$ cat src/rtl/core/urbfc_pkg.sv
package urbfc_pkg;

  // field widths of one beat
  localparam int unsigned CMD_W    = 3;
  localparam int unsigned BYTE_W   = 8;
  localparam int unsigned SLOTS_W  = 5;
  localparam int unsigned KIND_W   = 2;
  localparam int unsigned STATUS_W = 2;
  localparam int unsigned LEVEL_W  = 5;
  localparam int unsigned WORD_W   = 16;

  // configuration port
  localparam int unsigned CFG_IDX_W  = 1;
  localparam int unsigned CFG_DATA_W = 16;
  localparam logic [CFG_IDX_W-1:0] REG_OWN_ID     = 1'd0;
  localparam logic [CFG_IDX_W-1:0] REG_CHECK_WORD = 1'd1;
  localparam logic [WORD_W-1:0]    CHECK_WORD_RST = 16'hB0BA;

  // commands
  localparam logic [CMD_W-1:0] CMD_PUT      = 3'd0;
  localparam logic [CMD_W-1:0] CMD_TX_READY = 3'd1;
  localparam logic [CMD_W-1:0] CMD_RX_BYTE  = 3'd2;
  localparam logic [CMD_W-1:0] CMD_GET      = 3'd3;
  localparam logic [CMD_W-1:0] CMD_GET_MSG  = 3'd4;
  localparam logic [CMD_W-1:0] CMD_PURGE    = 3'd5;

  // result kinds
  localparam logic [KIND_W-1:0] KIND_TX_BYTE = 2'd0;
  localparam logic [KIND_W-1:0] KIND_RX_BYTE = 2'd1;
  localparam logic [KIND_W-1:0] KIND_MSG     = 2'd2;
  localparam logic [KIND_W-1:0] KIND_STATUS  = 2'd3;

  // result status codes
  localparam logic [STATUS_W-1:0] ST_OK         = 2'd0;
  localparam logic [STATUS_W-1:0] ST_EMPTY      = 2'd1;
  localparam logic [STATUS_W-1:0] ST_TX_FULL    = 2'd2;
  localparam logic [STATUS_W-1:0] ST_RX_OVERRUN = 2'd3;

  // drain and frame sequencing
  localparam int unsigned MAX_DRAIN   = 16;
  localparam int unsigned DRAIN_W     = 5;
  localparam int unsigned FRAME_BYTES = 8;
  localparam int unsigned FRAME_CNT_W = 4;

  typedef enum logic [1:0] {
    BSRC_ZERO,
    BSRC_ITEM,
    BSRC_TX_RD,
    BSRC_RX_RD
  } byte_src_e;

  typedef struct packed {
    logic                take;
    logic                tx_push;
    logic                tx_pop;
    logic                rx_push;
    logic                rx_pop;
    logic                frame_shift;
    logic                purge;
    logic                irq_set;
    logic                irq_drain;
    logic                emit;
    logic [KIND_W-1:0]   kind;
    logic [STATUS_W-1:0] status;
    byte_src_e           byte_src;
    logic                msg;
    logic                last;
  } dp_cmd_t;

  typedef struct packed {
    logic               item_valid;
    logic [CMD_W-1:0]   cmd;
    logic               tx_empty;
    logic               tx_full;
    logic               slots_zero;
    logic               rx_empty;
    logic               rx_full;
    logic               rx_has_frame;
    logic [DRAIN_W-1:0] drain_n;
    logic               out_free;
  } dp_stat_t;

endpackage

$ cat src/rtl/core/urbfc_if.sv
interface urbfc_item_if import urbfc_pkg::*; ();
  logic               valid;
  logic               ready;
  logic [CMD_W-1:0]   cmd;
  logic [BYTE_W-1:0]  data_byte;
  logic [SLOTS_W-1:0] tx_slots;

  modport source (output valid, output cmd, output data_byte, output tx_slots, input ready);
  modport sink (input valid, input cmd, input data_byte, input tx_slots, output ready);
endinterface

interface urbfc_result_if import urbfc_pkg::*; ();
  logic                valid;
  logic                ready;
  logic [KIND_W-1:0]   kind;
  logic [BYTE_W-1:0]   out_byte;
  logic [STATUS_W-1:0] status;
  logic [LEVEL_W-1:0]  rx_level;
  logic                tx_pending;
  logic [BYTE_W-1:0]   msg_device;
  logic [BYTE_W-1:0]   msg_command;
  logic [WORD_W-1:0]   msg_high16;
  logic [WORD_W-1:0]   msg_low16;
  logic                msg_valid;
  logic                last;

  modport source (
    output valid, output kind, output out_byte, output status, output rx_level,
    output tx_pending, output msg_device, output msg_command, output msg_high16,
    output msg_low16, output msg_valid, output last, input ready
  );
  modport sink (
    input valid, input kind, input out_byte, input status, input rx_level,
    input tx_pending, input msg_device, input msg_command, input msg_high16,
    input msg_low16, input msg_valid, input last, output ready
  );
endinterface

$ cat src/rtl/core/uart_ring_buffers_with_frame_check_top.sv
// a drain pops each byte from the transmit ring through its registered read port,
// then emits it; a message reads 8 bytes of the receive ring into the frame register
// and shifts the last byte in before its result is emitted
// reset: pointers, fill counts, tx pending flag clear; id 0, check word 0xb0ba
module uart_ring_buffers_with_frame_check_top import urbfc_pkg::*; #(
  parameter int unsigned TX_DEPTH = 16,
  parameter int unsigned RX_DEPTH = 16
) (
  input  logic                  clk_i,
  input  logic                  rst_ni,
  input  logic                  cfg_we_i,
  input  logic [CFG_IDX_W-1:0]  cfg_idx_i,
  input  logic [CFG_DATA_W-1:0] cfg_data_i,
  urbfc_item_if.sink            item_i,
  urbfc_result_if.source        result_o
);

  // command and status between sequencer and datapath
  dp_cmd_t  dp_cmd;
  dp_stat_t dp_stat;

  // sequencer: one beat at a time, walks drains and frame reads
  urbfc_ctrl u_ctrl (
    .clk_i  (clk_i),
    .rst_ni (rst_ni),
    .stat_i (dp_stat),
    .cmd_o  (dp_cmd)
  );

  // datapath: rings, pointers, config registers, frame register, output register
  urbfc_dp #(
    .TX_DEPTH (TX_DEPTH),
    .RX_DEPTH (RX_DEPTH)
  ) u_dp (
    .clk_i      (clk_i),
    .rst_ni     (rst_ni),
    .cfg_we_i   (cfg_we_i),
    .cfg_idx_i  (cfg_idx_i),
    .cfg_data_i (cfg_data_i),
    .item_s     (item_i),
    .result_m   (result_o),
    .cmd_i      (dp_cmd),
    .stat_o     (dp_stat)
  );

endmodule

$ cat src/rtl/core/urbfc_dp.sv
module urbfc_dp import urbfc_pkg::*; #(
  parameter int unsigned TX_DEPTH = 16,
  parameter int unsigned RX_DEPTH = 16
) (
  input  logic                  clk_i,
  input  logic                  rst_ni,
  input  logic                  cfg_we_i,
  input  logic [CFG_IDX_W-1:0]  cfg_idx_i,
  input  logic [CFG_DATA_W-1:0] cfg_data_i,
  urbfc_item_if.sink            item_s,
  urbfc_result_if.source        result_m,
  input  dp_cmd_t               cmd_i,
  output dp_stat_t              stat_o
);

  localparam int unsigned TX_AW = $clog2(TX_DEPTH);
  localparam int unsigned TX_CW = $clog2(TX_DEPTH + 1);
  localparam int unsigned RX_AW = $clog2(RX_DEPTH);
  localparam int unsigned RX_CW = $clog2(RX_DEPTH + 1);
  localparam int unsigned CMPW  = (TX_CW > DRAIN_W) ? TX_CW : DRAIN_W;
  localparam int unsigned LVW   = (RX_CW > LEVEL_W) ? RX_CW : LEVEL_W;
  localparam int unsigned FW    = FRAME_BYTES * BYTE_W;

  // ring storage
  logic [BYTE_W-1:0] tx_mem [TX_DEPTH];
  logic [BYTE_W-1:0] rx_mem [RX_DEPTH];
  logic [BYTE_W-1:0] tx_rd_q, rx_rd_q;

  logic [TX_AW-1:0] tx_head_q, tx_head_d, tx_tail_q, tx_tail_d;
  logic [TX_CW-1:0] tx_fill_q, tx_fill_d;
  logic [RX_AW-1:0] rx_head_q, rx_head_d, rx_tail_q, rx_tail_d;
  logic [RX_CW-1:0] rx_fill_q, rx_fill_d;
  logic             irq_q, irq_d;

  logic [BYTE_W-1:0] own_id_q;
  logic [WORD_W-1:0] check_q;

  logic [CMD_W-1:0]   item_cmd_q;
  logic [BYTE_W-1:0]  item_data_q;
  logic [SLOTS_W-1:0] item_slots_q;
  logic               capture;

  logic [FW-1:0] frame_q;

  logic                out_valid_q;
  logic [KIND_W-1:0]   kind_q;
  logic [BYTE_W-1:0]   out_byte_q, out_byte_d;
  logic [STATUS_W-1:0] status_q;
  logic [LEVEL_W-1:0]  level_q;
  logic                pend_q;
  logic [BYTE_W-1:0]   dev_q, cmdc_q;
  logic [WORD_W-1:0]   high_q, low_q;
  logic                mvalid_q, last_q;

  logic [SLOTS_W-1:0] cap;
  logic [CMPW-1:0]    fill_ext, cap_ext;
  logic               last_batch;
  logic [LVW-1:0]     level_ext;
  logic               frame_ok;

  assign capture     = item_s.valid && cmd_i.take;
  assign item_s.ready = cmd_i.take;

  // drain count: min of free line slots, queued bytes and the per-event bound
  assign cap        = (item_slots_q > SLOTS_W'(MAX_DRAIN)) ? SLOTS_W'(MAX_DRAIN) : item_slots_q;
  assign fill_ext   = CMPW'(tx_fill_q);
  assign cap_ext    = CMPW'(cap);
  assign last_batch = fill_ext <= cap_ext;

  assign stat_o.item_valid   = item_s.valid;
  assign stat_o.cmd          = item_cmd_q;
  assign stat_o.tx_empty     = tx_fill_q == '0;
  assign stat_o.tx_full      = tx_fill_q == TX_CW'(TX_DEPTH);
  assign stat_o.slots_zero   = item_slots_q == '0;
  assign stat_o.rx_empty     = rx_fill_q == '0;
  assign stat_o.rx_full      = rx_fill_q == RX_CW'(RX_DEPTH);
  assign stat_o.rx_has_frame = rx_fill_q >= RX_CW'(FRAME_BYTES);
  assign stat_o.drain_n      = last_batch ? fill_ext[DRAIN_W-1:0] : cap[DRAIN_W-1:0];
  assign stat_o.out_free     = !out_valid_q || result_m.ready;

  // ring pointer updates
  always_comb begin
    tx_head_d = tx_head_q;
    tx_tail_d = tx_tail_q;
    tx_fill_d = tx_fill_q;
    rx_head_d = rx_head_q;
    rx_tail_d = rx_tail_q;
    rx_fill_d = rx_fill_q;
    irq_d     = irq_q;
    if (cmd_i.tx_push) begin
      tx_tail_d = (tx_tail_q == TX_AW'(TX_DEPTH - 1)) ? '0 : tx_tail_q + 1'b1;
      tx_fill_d = tx_fill_q + 1'b1;
    end
    if (cmd_i.tx_pop) begin
      tx_head_d = (tx_head_q == TX_AW'(TX_DEPTH - 1)) ? '0 : tx_head_q + 1'b1;
      tx_fill_d = tx_fill_q - 1'b1;
    end
    if (cmd_i.rx_push) begin
      rx_tail_d = (rx_tail_q == RX_AW'(RX_DEPTH - 1)) ? '0 : rx_tail_q + 1'b1;
      rx_fill_d = rx_fill_q + 1'b1;
    end
    if (cmd_i.rx_pop) begin
      rx_head_d = (rx_head_q == RX_AW'(RX_DEPTH - 1)) ? '0 : rx_head_q + 1'b1;
      rx_fill_d = rx_fill_q - 1'b1;
    end
    if (cmd_i.purge) begin
      tx_head_d = '0;
      tx_tail_d = '0;
      tx_fill_d = '0;
      rx_head_d = '0;
      rx_tail_d = '0;
      rx_fill_d = '0;
    end
    if (cmd_i.irq_set) begin
      irq_d = 1'b1;
    end
    if (cmd_i.irq_drain && last_batch) begin
      irq_d = 1'b0;
    end
  end

  always_ff @(posedge clk_i or negedge rst_ni) begin
    if (!rst_ni) begin
      tx_head_q <= '0;
      tx_tail_q <= '0;
      tx_fill_q <= '0;
      rx_head_q <= '0;
      rx_tail_q <= '0;
      rx_fill_q <= '0;
      irq_q     <= 1'b0;
    end else begin
      tx_head_q <= tx_head_d;
      tx_tail_q <= tx_tail_d;
      tx_fill_q <= tx_fill_d;
      rx_head_q <= rx_head_d;
      rx_tail_q <= rx_tail_d;
      rx_fill_q <= rx_fill_d;
      irq_q     <= irq_d;
    end
  end

  // memories, registered read port
  always_ff @(posedge clk_i) begin
    if (cmd_i.tx_push) begin
      tx_mem[tx_tail_q] <= item_data_q;
    end
    if (cmd_i.tx_pop) begin
      tx_rd_q <= tx_mem[tx_head_q];
    end
  end

  always_ff @(posedge clk_i) begin
    if (cmd_i.rx_push) begin
      rx_mem[rx_tail_q] <= item_data_q;
    end
    if (cmd_i.rx_pop) begin
      rx_rd_q <= rx_mem[rx_head_q];
    end
  end

  // configuration registers
  always_ff @(posedge clk_i or negedge rst_ni) begin
    if (!rst_ni) begin
      own_id_q <= '0;
      check_q  <= CHECK_WORD_RST;
    end else if (cfg_we_i) begin
      case (cfg_idx_i)
        REG_OWN_ID:     own_id_q <= cfg_data_i[BYTE_W-1:0];
        REG_CHECK_WORD: check_q  <= cfg_data_i[WORD_W-1:0];
        default: ;
      endcase
    end
  end

  // accepted beat and frame assembly
  always_ff @(posedge clk_i) begin
    if (capture) begin
      item_cmd_q   <= item_s.cmd;
      item_data_q  <= item_s.data_byte;
      item_slots_q <= item_s.tx_slots;
    end
    if (cmd_i.frame_shift) begin
      frame_q <= {rx_rd_q, frame_q[FW-1:BYTE_W]};
    end
  end

  // output register
  assign level_ext = LVW'(rx_fill_q);
  assign frame_ok  = (frame_q[FW-1:FW-WORD_W] == check_q) && (frame_q[BYTE_W-1:0] == own_id_q);

  always_comb begin
    case (cmd_i.byte_src)
      BSRC_ITEM:  out_byte_d = item_data_q;
      BSRC_TX_RD: out_byte_d = tx_rd_q;
      BSRC_RX_RD: out_byte_d = rx_rd_q;
      default:    out_byte_d = '0;
    endcase
  end

  always_ff @(posedge clk_i or negedge rst_ni) begin
    if (!rst_ni) begin
      out_valid_q <= 1'b0;
    end else if (cmd_i.emit) begin
      out_valid_q <= 1'b1;
    end else if (result_m.ready) begin
      out_valid_q <= 1'b0;
    end
  end

  always_ff @(posedge clk_i) begin
    if (cmd_i.emit) begin
      kind_q     <= cmd_i.kind;
      out_byte_q <= out_byte_d;
      status_q   <= cmd_i.status;
      level_q    <= level_ext[LEVEL_W-1:0];
      pend_q     <= irq_q;
      last_q     <= cmd_i.last;
      dev_q      <= cmd_i.msg ? frame_q[BYTE_W-1:0] : '0;
      cmdc_q     <= cmd_i.msg ? frame_q[2*BYTE_W-1:BYTE_W] : '0;
      high_q     <= cmd_i.msg ? frame_q[4*BYTE_W-1:2*BYTE_W] : '0;
      low_q      <= cmd_i.msg ? frame_q[6*BYTE_W-1:4*BYTE_W] : '0;
      mvalid_q   <= cmd_i.msg && frame_ok;
    end
  end

  assign result_m.valid       = out_valid_q;
  assign result_m.kind        = kind_q;
  assign result_m.out_byte    = out_byte_q;
  assign result_m.status      = status_q;
  assign result_m.rx_level    = level_q;
  assign result_m.tx_pending  = pend_q;
  assign result_m.msg_device  = dev_q;
  assign result_m.msg_command = cmdc_q;
  assign result_m.msg_high16  = high_q;
  assign result_m.msg_low16   = low_q;
  assign result_m.msg_valid   = mvalid_q;
  assign result_m.last        = last_q;

`ifndef SYNTHESIS
  a_tx_pop_nonempty: assert property (@(posedge clk_i) disable iff (!rst_ni)
    cmd_i.tx_pop |-> tx_fill_q != '0)
    else $error("tx pop on empty ring");
  a_rx_pop_nonempty: assert property (@(posedge clk_i) disable iff (!rst_ni)
    cmd_i.rx_pop |-> rx_fill_q != '0)
    else $error("rx pop on empty ring");
  a_tx_push_room: assert property (@(posedge clk_i) disable iff (!rst_ni)
    cmd_i.tx_push |-> tx_fill_q != TX_CW'(TX_DEPTH))
    else $error("tx push into full ring");
`endif

endmodule

$ cat src/rtl/core/urbfc_ctrl.sv
module urbfc_ctrl import urbfc_pkg::*; (
  input  logic     clk_i,
  input  logic     rst_ni,
  input  dp_stat_t stat_i,
  output dp_cmd_t  cmd_o
);

  localparam logic [2:0] S_IDLE   = 3'd0;
  localparam logic [2:0] S_DECODE = 3'd1;
  localparam logic [2:0] S_DRAIN  = 3'd2;
  localparam logic [2:0] S_FRAME  = 3'd3;
  localparam logic [2:0] S_EMIT   = 3'd4;

  logic [2:0]             state_q, state_d;
  logic [DRAIN_W-1:0]     drain_q, drain_d;
  logic [FRAME_CNT_W-1:0] fcnt_q, fcnt_d;
  logic [KIND_W-1:0]      kind_q, kind_d;
  logic [STATUS_W-1:0]    rstat_q, rstat_d;
  byte_src_e              src_q, src_d;
  logic                   msg_q, msg_d;

  always_comb begin
    state_d = state_q;
    drain_d = drain_q;
    fcnt_d  = fcnt_q;
    kind_d  = kind_q;
    rstat_d = rstat_q;
    src_d   = src_q;
    msg_d   = msg_q;
    cmd_o          = '0;
    cmd_o.kind     = kind_q;
    cmd_o.status   = rstat_q;
    cmd_o.byte_src = src_q;
    cmd_o.msg      = msg_q;
    case (state_q)
      S_IDLE: begin
        cmd_o.take = 1'b1;
        if (stat_i.item_valid) begin
          state_d = S_DECODE;
        end
      end
      S_DECODE: begin
        state_d = S_EMIT;
        kind_d  = KIND_STATUS;
        rstat_d = ST_OK;
        src_d   = BSRC_ZERO;
        msg_d   = 1'b0;
        case (stat_i.cmd)
          CMD_PUT: begin
            if (stat_i.tx_full) begin
              rstat_d = ST_TX_FULL;
            end else if (stat_i.tx_empty && !stat_i.slots_zero) begin
              kind_d = KIND_TX_BYTE;
              src_d  = BSRC_ITEM;
            end else begin
              cmd_o.tx_push = 1'b1;
              cmd_o.irq_set = 1'b1;
            end
          end
          CMD_TX_READY: begin
            cmd_o.irq_drain = 1'b1;
            if (stat_i.drain_n != '0) begin
              drain_d = stat_i.drain_n;
              kind_d  = KIND_TX_BYTE;
              src_d   = BSRC_TX_RD;
              state_d = S_DRAIN;
            end
          end
          CMD_RX_BYTE: begin
            if (stat_i.rx_full) begin
              rstat_d = ST_RX_OVERRUN;
            end else begin
              cmd_o.rx_push = 1'b1;
            end
          end
          CMD_GET: begin
            if (stat_i.rx_empty) begin
              rstat_d = ST_EMPTY;
            end else begin
              cmd_o.rx_pop = 1'b1;
              kind_d       = KIND_RX_BYTE;
              src_d        = BSRC_RX_RD;
            end
          end
          CMD_GET_MSG: begin
            if (!stat_i.rx_has_frame) begin
              rstat_d = ST_EMPTY;
            end else begin
              kind_d  = KIND_MSG;
              msg_d   = 1'b1;
              fcnt_d  = '0;
              state_d = S_FRAME;
            end
          end
          CMD_PURGE: begin
            cmd_o.purge = 1'b1;
          end
          default: ;
        endcase
      end
      S_DRAIN: begin
        cmd_o.tx_pop = 1'b1;
        state_d      = S_EMIT;
      end
      S_FRAME: begin
        // read one byte a cycle, shift in the byte read the cycle before
        cmd_o.rx_pop      = fcnt_q < FRAME_CNT_W'(FRAME_BYTES);
        cmd_o.frame_shift = fcnt_q != '0;
        if (fcnt_q == FRAME_CNT_W'(FRAME_BYTES)) begin
          cmd_o.purge = 1'b1;
          state_d     = S_EMIT;
        end else begin
          fcnt_d = fcnt_q + 1'b1;
        end
      end
      S_EMIT: begin
        if (stat_i.out_free) begin
          cmd_o.emit = 1'b1;
          cmd_o.last = drain_q <= DRAIN_W'(1);
          if (drain_q > DRAIN_W'(1)) begin
            drain_d = drain_q - 1'b1;
            state_d = S_DRAIN;
          end else begin
            drain_d = '0;
            state_d = S_IDLE;
          end
        end
      end
      default: begin
        state_d = S_IDLE;
      end
    endcase
  end

  always_ff @(posedge clk_i or negedge rst_ni) begin
    if (!rst_ni) begin
      state_q <= S_IDLE;
      drain_q <= '0;
      fcnt_q  <= '0;
    end else begin
      state_q <= state_d;
      drain_q <= drain_d;
      fcnt_q  <= fcnt_d;
    end
  end

  always_ff @(posedge clk_i) begin
    kind_q  <= kind_d;
    rstat_q <= rstat_d;
    src_q   <= src_d;
    msg_q   <= msg_d;
  end

`ifndef SYNTHESIS
  a_emit_free: assert property (@(posedge clk_i) disable iff (!rst_ni)
    cmd_o.emit |-> stat_i.out_free)
    else $error("result loaded while output register busy");
  a_accept_decode: assert property (@(posedge clk_i) disable iff (!rst_ni)
    (state_q == S_IDLE && stat_i.item_valid) |=> state_q == S_DECODE)
    else $error("accepted beat not decoded");
  a_drain_states: assert property (@(posedge clk_i) disable iff (!rst_ni)
    (drain_q != '0) |-> (state_q == S_DRAIN || state_q == S_EMIT))
    else $error("drain count live outside drain");
`endif

endmodule
$ cat src/flat_wrapper.sv
// flat-port wrapper written by rule: the top's interface ports become plain ports
module uart_ring_buffers_with_frame_check_top_flat import urbfc_pkg::*;
#(
  parameter int unsigned TX_DEPTH = 16,
  parameter int unsigned RX_DEPTH = 16
)
  (clk_i, rst_ni, cfg_we_i, cfg_idx_i, cfg_data_i, item_i_valid, item_i_cmd, item_i_data_byte, item_i_tx_slots, item_i_ready, result_o_valid, result_o_kind, result_o_out_byte, result_o_status, result_o_rx_level, result_o_tx_pending, result_o_msg_device, result_o_msg_command, result_o_msg_high16, result_o_msg_low16, result_o_msg_valid, result_o_last, result_o_ready);
  urbfc_item_if item_i_i ();
  urbfc_result_if result_o_i ();
  input  logic clk_i;
  input  logic rst_ni;
  input  logic cfg_we_i;
  input  logic [CFG_IDX_W-1:0] cfg_idx_i;
  input  logic [CFG_DATA_W-1:0] cfg_data_i;
  input wire logic [$bits(item_i_i.valid)-1:0] item_i_valid;
  input wire logic [$bits(item_i_i.cmd)-1:0] item_i_cmd;
  input wire logic [$bits(item_i_i.data_byte)-1:0] item_i_data_byte;
  input wire logic [$bits(item_i_i.tx_slots)-1:0] item_i_tx_slots;
  output wire logic [$bits(item_i_i.ready)-1:0] item_i_ready;
  output wire logic [$bits(result_o_i.valid)-1:0] result_o_valid;
  output wire logic [$bits(result_o_i.kind)-1:0] result_o_kind;
  output wire logic [$bits(result_o_i.out_byte)-1:0] result_o_out_byte;
  output wire logic [$bits(result_o_i.status)-1:0] result_o_status;
  output wire logic [$bits(result_o_i.rx_level)-1:0] result_o_rx_level;
  output wire logic [$bits(result_o_i.tx_pending)-1:0] result_o_tx_pending;
  output wire logic [$bits(result_o_i.msg_device)-1:0] result_o_msg_device;
  output wire logic [$bits(result_o_i.msg_command)-1:0] result_o_msg_command;
  output wire logic [$bits(result_o_i.msg_high16)-1:0] result_o_msg_high16;
  output wire logic [$bits(result_o_i.msg_low16)-1:0] result_o_msg_low16;
  output wire logic [$bits(result_o_i.msg_valid)-1:0] result_o_msg_valid;
  output wire logic [$bits(result_o_i.last)-1:0] result_o_last;
  input wire logic [$bits(result_o_i.ready)-1:0] result_o_ready;
  assign item_i_i.valid = item_i_valid;
  assign item_i_i.cmd = item_i_cmd;
  assign item_i_i.data_byte = item_i_data_byte;
  assign item_i_i.tx_slots = item_i_tx_slots;
  assign item_i_ready = item_i_i.ready;
  assign result_o_valid = result_o_i.valid;
  assign result_o_kind = result_o_i.kind;
  assign result_o_out_byte = result_o_i.out_byte;
  assign result_o_status = result_o_i.status;
  assign result_o_rx_level = result_o_i.rx_level;
  assign result_o_tx_pending = result_o_i.tx_pending;
  assign result_o_msg_device = result_o_i.msg_device;
  assign result_o_msg_command = result_o_i.msg_command;
  assign result_o_msg_high16 = result_o_i.msg_high16;
  assign result_o_msg_low16 = result_o_i.msg_low16;
  assign result_o_msg_valid = result_o_i.msg_valid;
  assign result_o_last = result_o_i.last;
  assign result_o_i.ready = result_o_ready;
  uart_ring_buffers_with_frame_check_top #(.TX_DEPTH(TX_DEPTH), .RX_DEPTH(RX_DEPTH)) u_core (.clk_i(clk_i), .rst_ni(rst_ni), .cfg_we_i(cfg_we_i), .cfg_idx_i(cfg_idx_i), .cfg_data_i(cfg_data_i), .item_i(item_i_i), .result_o(result_o_i));
endmodule
$ cat config.mk
export PLATFORM = sky130hd
export DESIGN_NAME = uart_ring_buffers_with_frame_check_top_flat
export DESIGN_NICKNAME = d
export VERILOG_FILES = /design/src/rtl/core/urbfc_pkg.sv /design/src/rtl/core/urbfc_if.sv /design/src/rtl/core/uart_ring_buffers_with_frame_check_top.sv /design/src/rtl/core/urbfc_dp.sv /design/src/rtl/core/urbfc_ctrl.sv /design/src/flat_wrapper.sv
export SDC_FILE = /design/constraint.sdc
export NUM_CORES = 1
export LEC_CHECK = 0
export BUFFER_PORTS_ARGS = -buffer_cell sky130_fd_sc_hd__buf_2
export CAP_MARGIN = 30
export CORE_ASPECT_RATIO = 2
export CORE_UTILIZATION = 50
export DETAILED_ROUTE_END_ITERATION = 12
export PLACE_DENSITY_LB_ADDON = 0.3
export SYNTH_ARGS = -nofsm -noshare
export SYNTH_HDL_FRONTEND = slang
export SYNTH_HIERARCHICAL = 1
export SYNTH_SLANG_ARGS = --single-unit
$ cat constraint.sdc
create_clock -name clk_i -period 16.8 [get_ports clk_i]
set_input_delay 0.84 -clock clk_i [delete_from_list [all_inputs] [get_ports clk_i]]
set_output_delay 0.84 -clock clk_i [all_outputs]
set_load 0.03 [all_outputs]
# Word level (Yosys, flattened, before mapping)
# Memories as Yosys holds them, arrays and structs flattened. A register that Yosys moved wholly into a read port is not among the register bits.
# Cells that the tools add are included.
# word_totals
register_bits	219
ram_bits	256
input_bits	38
output_inout_bits	70
wordCells	194
mem_count	2
# mem_list
name	depth	word_bits	read_ports	rd_ports_with_merged_regs	write_ports	line	source
u_core.u_dp.rx_mem	16	8	1	1	1	urbfc_dp.sv:26	logic [BYTE_W-1:0] rx_mem [RX_DEPTH];
u_core.u_dp.tx_mem	16	8	1	1	1	urbfc_dp.sv:25	logic [BYTE_W-1:0] tx_mem [TX_DEPTH];
# classes
addsub	10
order_cmp	6
eq_ne	29
muxes	83
n_bitwise	1
reduce_logical	31
# op_table
op	n
$mux W4	15
$mux W5	12
$mux W1	30
$pmux W8 S3	1
$mux W2	11
$add A4 B1 Y4 const B	5
$eq A4 B4 Y1 const B	5
$eq A16 B16 Y1	1
$pmux W2 S4	2
$reduce_bool A2 Y1	8
$logic_not A5 Y1	3
$mux W3	5
$pmux W3 S5	1
$sub A5 B1 Y5 const B	3
$eq A3 B2 Y1 const B	4
$add A5 B1 Y5 const B	2
$eq A5 B5 Y1 const B	2
$ne A2 B2 Y1 const B	5
$pmux W5 S2	1
$eq A3 B3 Y1 const B	3
$eq A8 B8 Y1	1
$pmux W4 S2	1
$reduce_and A4 Y1	2
$eq A3 B1 Y1 const B	2
other kinds (22)	35

# Longest topological paths before layout
# depth
word_depth	10
depth_mapped	11
ltp_nobuf	11

# Modules after synthesis
# Netlist, hierarchy kept.
# by_module_without_submodules
mod	instances	cells_each	area_each_um2	seq_area_each_um2
urbfc_dp	1	979	18441.4	13923.4
urbfc_ctrl	1	142	1297.5	510.5

# Worst setup path after synthesis
# Ideal clock, no wire load.
# synth_path
path_kind	register to register
startpoint	register u_core.u_ctrl.fcnt_q[0]
endpoint	register u_core.u_dp.frame_q[0] (enable)
setup_time_ns	0.565
arrival_ns	5.132
required_time_ns	16.235
setup_slack_ns	11.103
path_stages_with_launch	5
path_buffers	0
period_less_slack_ns	5.697
cell_sequence	dfrtp_1 > inv_1 > ha_1 > nor3b_1 > nor3_1
# synth_lines
element	line	source
start: declaration	urbfc_ctrl.sv:16	logic [FRAME_CNT_W-1:0] fcnt_q, fcnt_d;
start signal: assignment	urbfc_ctrl.sv:143	fcnt_q <= fcnt_d;
end signal: assignment	urbfc_dp.sv:183	frame_q <= {rx_rd_q, frame_q[FW-1:BYTE_W]};
end: declaration	urbfc_dp.sv:43	logic [FW-1:0] frame_q;

==> out/metrics.yaml <==
worst_hold_path:
  min_path_type: "input pin to async pin"
worst_setup_path:
  cpMostUsedCell: "nand2_1"
  endpoint: "u_core/u_ctrl/state_q[1]"
  ff2ff_path_depth: 11
  path_cells: "inv_1, nand2_1, ha_1, a21oi_1, o221ai_1, o21ai_1, mux2_2, or4_4, o21ai_0, nand2_1, a32o_1"
  startpoint: "u_core/u_dp/item_slots_q[4]"
  crit_slowest_cell: "or4_4"
  r2r_end: "u_core/u_ctrl/state_q[1]"
  ff2ff_setup_slack_ns: 13.33
  path_class: "register to register"
  cp.depth: 11
  endpoint_kind: "register"
  start_kind: "register"
  r2r_start: "u_core/u_dp/item_slots_q[4]"
  cp_top_family: "compound AO/OA/AOI/OAI gates"
  crit_buf_inv: 1
  crit_fanout: 6
  arrival_ns: 3.91
  max_stage_delay_ns: 0.58
  required_ns: 17.23
floorplan:
  dieWidth_um: 142
  ioPinCount: 108
  core_area_mm2: 0.0388
  num_rows: 102
  die_h_um: 283
  die-area_mm2: 0.0403
  initial_utilization_pct: 50.9
power_and_ir_drop:
  p_leak_nw: 7.82
  vdd_drop_max_mv: 0.0768
  power_density_mw_per_mm2: 155
placed_design:
  gp_congestion: 0.909
  port_buffers: 107
  dp_hpwl_um: 27200
  dp.cells: 1719
  pre_cts_slack_ns: 13.40
  dpl_cell_area_mm2: 0.0208
clock_tree:
  holdBufCountCts: 0
  cts_made_buffers: 40
  cts_sinks: 491
  insertion_delay_ns: 0.56
  clk_pin_slew_ns: 0.07
  cts_tree: "done"
  h-tree-depth: 2
  clk_path_buf_depth: 3
  root_buffer: "clkbuf_16"
  post_cts_buffers: 0
  cts_resized: 0
sta:
  worst_slack_ns: 13.33
  setup_viol: 0
  slew_headroom_pct: 38.7
  maxSlewViolCount: 0
  rsz0062_at_grt: "no"
  period_minus_slack_ns: 3.47
  finalCritPeriodShare_pct: 20.7
  fin_skew_ns: 0.0159
  hold_viol: 0
  max_freq_mhz: 288
  tightest_slew_ns: 0.920
  finalSetupTns_ns: 0
yosys:
  postSynthCellCount: 1121
  synthTopCellsByArea: "edfxtp_1 65%, dfrtp_1 7.1%, mux4_2 4.3%"
  synth_area_leader_cell: "edfxtp_1"
  synth.top_cell.area_share_pct: 65.0
  seq_area_frac_synth_pct: 73.1
  async_reset_ff_share_pct: 13.0
  syn_area_per_cell_um2: 17.6
  ys_ff_latch: 491
  yosys.cell_types.count: 65
  synth_area_mm2: 0.0197
  synth_ff_type: "edfxtp_1"
  yosys_warnings: 6
  synth-edff-count: 427
  syn_nets: 1186
global_routing:
  grt_pass1_vias: 10600
  grt_use_total_pct: 20.5
  grt_pass1_wl_um: 61200
  overflow: 0
  antenna_found_initial: 0
  grt_max_degree: 68
drt:
  vias: 10100
  initialDrtViolationCount: 718
  drt_wl_total_um: 39800
  wl_per_cell_um: 22.2
  ant_nets: 0
  first_pass_iters: 5
  drc: 0
  viasPerCell: 5.62
layout:
  areaGrowthSynthToFinish_pct: 12.5
  design_area_mm2: 0.0222
  nets: 1309
  instances_no_fill: 1795
  diodes: 0
  final_core_util_pct: 57.2
  nFillCells: 2951
  drive_gt1_share_pct: 23.4
run:
  maxCapViolations: 0
run_status:
  outcome: "complete, no violations"
state kept, by name (all words and copies together), names as in the netlist, 8 cells and up:
signal                            count
u_core/u_dp/rx_mem                  128
u_core/u_dp/tx_mem                  128
u_core/u_dp/frame_q                  64
u_core/u_dp/check_q                  16
u_core/u_dp/result_m.msg_high16      16
u_core/u_dp/result_m.msg_low16       16
u_core/u_dp/item_data_q               8
u_core/u_dp/own_id_q                  8
u_core/u_dp/result_m.msg_command      8
u_core/u_dp/result_m.msg_device       8
u_core/u_dp/result_m.out_byte         8
u_core/u_dp/rx_rd_q                   8
u_core/u_dp/tx_rd_q                   8
kinds of logic (layout without fill, tap and decap cells):
logic type / Yosys count / count (layout) / synth area share, %
mux: 140 / 140 / 11.3
fa+ha+maj: 27 / 27 / 1.79
buf+inv: 77 / 231 / 1.96
xor+xnor: 35 / 35 / 1.55
simple gates: 234 / 234 / 6.22
flops: 491 / 491 / 73.1
compound gates: 117 / 117 / 4.10
Yosys cell counts (3+ instances only):
cell type	n
a211oi_1	3
a21o_1	4
a21oi_1	28
a221oi_1	16
a22o_1	11
a22oi_1	9
and2_1	61
and3_1	6
buf_1	3
buf_2	9
buf_4	6
buf_6	4
buf_8	3
clkbuf_1	28
dfrtp_1	56
dfstp_2	8
edfxtp_1	427
ha_1	25
inv_1	24
mux2_2	37
mux2i_1	46
mux4_1	18
mux4_2	38
nand2_1	46
nand2b_1	8
nand3_1	6
nand3b_1	4
nand4_1	7
nor2_1	55
nor2b_1	8
nor3_1	13
nor4_1	4
o21ai_0	26
o31ai_1	4
xnor2_1	12
xor2_1	23
how the worst min path moves through the flow:
stage | from | to | slack [ns] | cells past startpoint
CTS | u_core/u_dp/rx_rd_q[3] | u_core/u_dp/frame_q[59] | 0.44 | 0
detailed placement | u_core/u_ctrl/kind_q[1] | u_core/u_dp/result_m.kind[1] | 0.42 | 0
finish | rst_ni | u_core/u_dp/result_m.valid | 0.18 | 2
global route | rst_ni | u_core/u_dp/result_m.valid | 0.17 | 2
global placement | u_core/u_ctrl/kind_q[1] | u_core/u_dp/result_m.kind[1] | 0.42 | 0
floorplan | u_core/u_ctrl/kind_q[0] | u_core/u_dp/result_m.kind[0] | 0.40 | 0
cell type report:
class	instances	area (µm²)	share of cell area, %
multi-input combinational	553	4950	22.3
sequential	491	14400	65.0
timing repair buffer	134	761	3.43
clock inverter	22	241	1.09
clock buffer	51	1070	4.83
tap	520	651	2.93
inverter	24	90.1	0.406
power by group:
group	total [mW]	internal, mW	switching, mW
sequential	1.62	1.52	0.102
combinational	0.875	0.343	0.532
clock	0.941	0.519	0.422
per-stage QoR:
step / total power, mW / hold slack, ns
final: 3.44 / 0.178
after CTS: 3.46 / 0.438
after detailed placement: 2.52 / 0.420
after global placement: 2.50 / 0.419
after floorplan: 2.27 / 0.400
after global routing: 3.58 / 0.171
routing by layer:
layer / GRT usage, % / wire (µm) / vias to the layer above
met2: 39.0 / 22200 / 281
met5: 0 / 0 / -
met3: 2.57 / 1490 / 101
met4: 12.3 / 2460 / 0
li1: - / - / 4574
met1: 20.9 / 13600 / 5135
layout by cell type (no fill, tap or decap), types with 5 or more instances in the layout:
cell type / count
a21oi_1: 27
a221oi_1: 16
a22o_1: 11
a22oi_1: 9
and2_1: 61
and3_1: 6
buf_2: 110
buf_4: 21
clkbuf_1: 8
clkbuf_16: 40
clkinv_2: 6
clkinvlp_4: 5
dfrtp_1: 54
dfstp_2: 8
edfxtp_1: 427
ha_1: 25
inv_1: 24
mux2_2: 37
mux2i_1: 46
mux4_1: 18
mux4_2: 38
nand2_1: 46
nand2b_1: 8
nand3_1: 6
nand4_1: 7
nor2_1: 54
nor2b_1: 8
nor3_1: 11
o21ai_0: 26
xnor2_1: 12
xor2_1: 23
(Power assumes the default switching activity.)
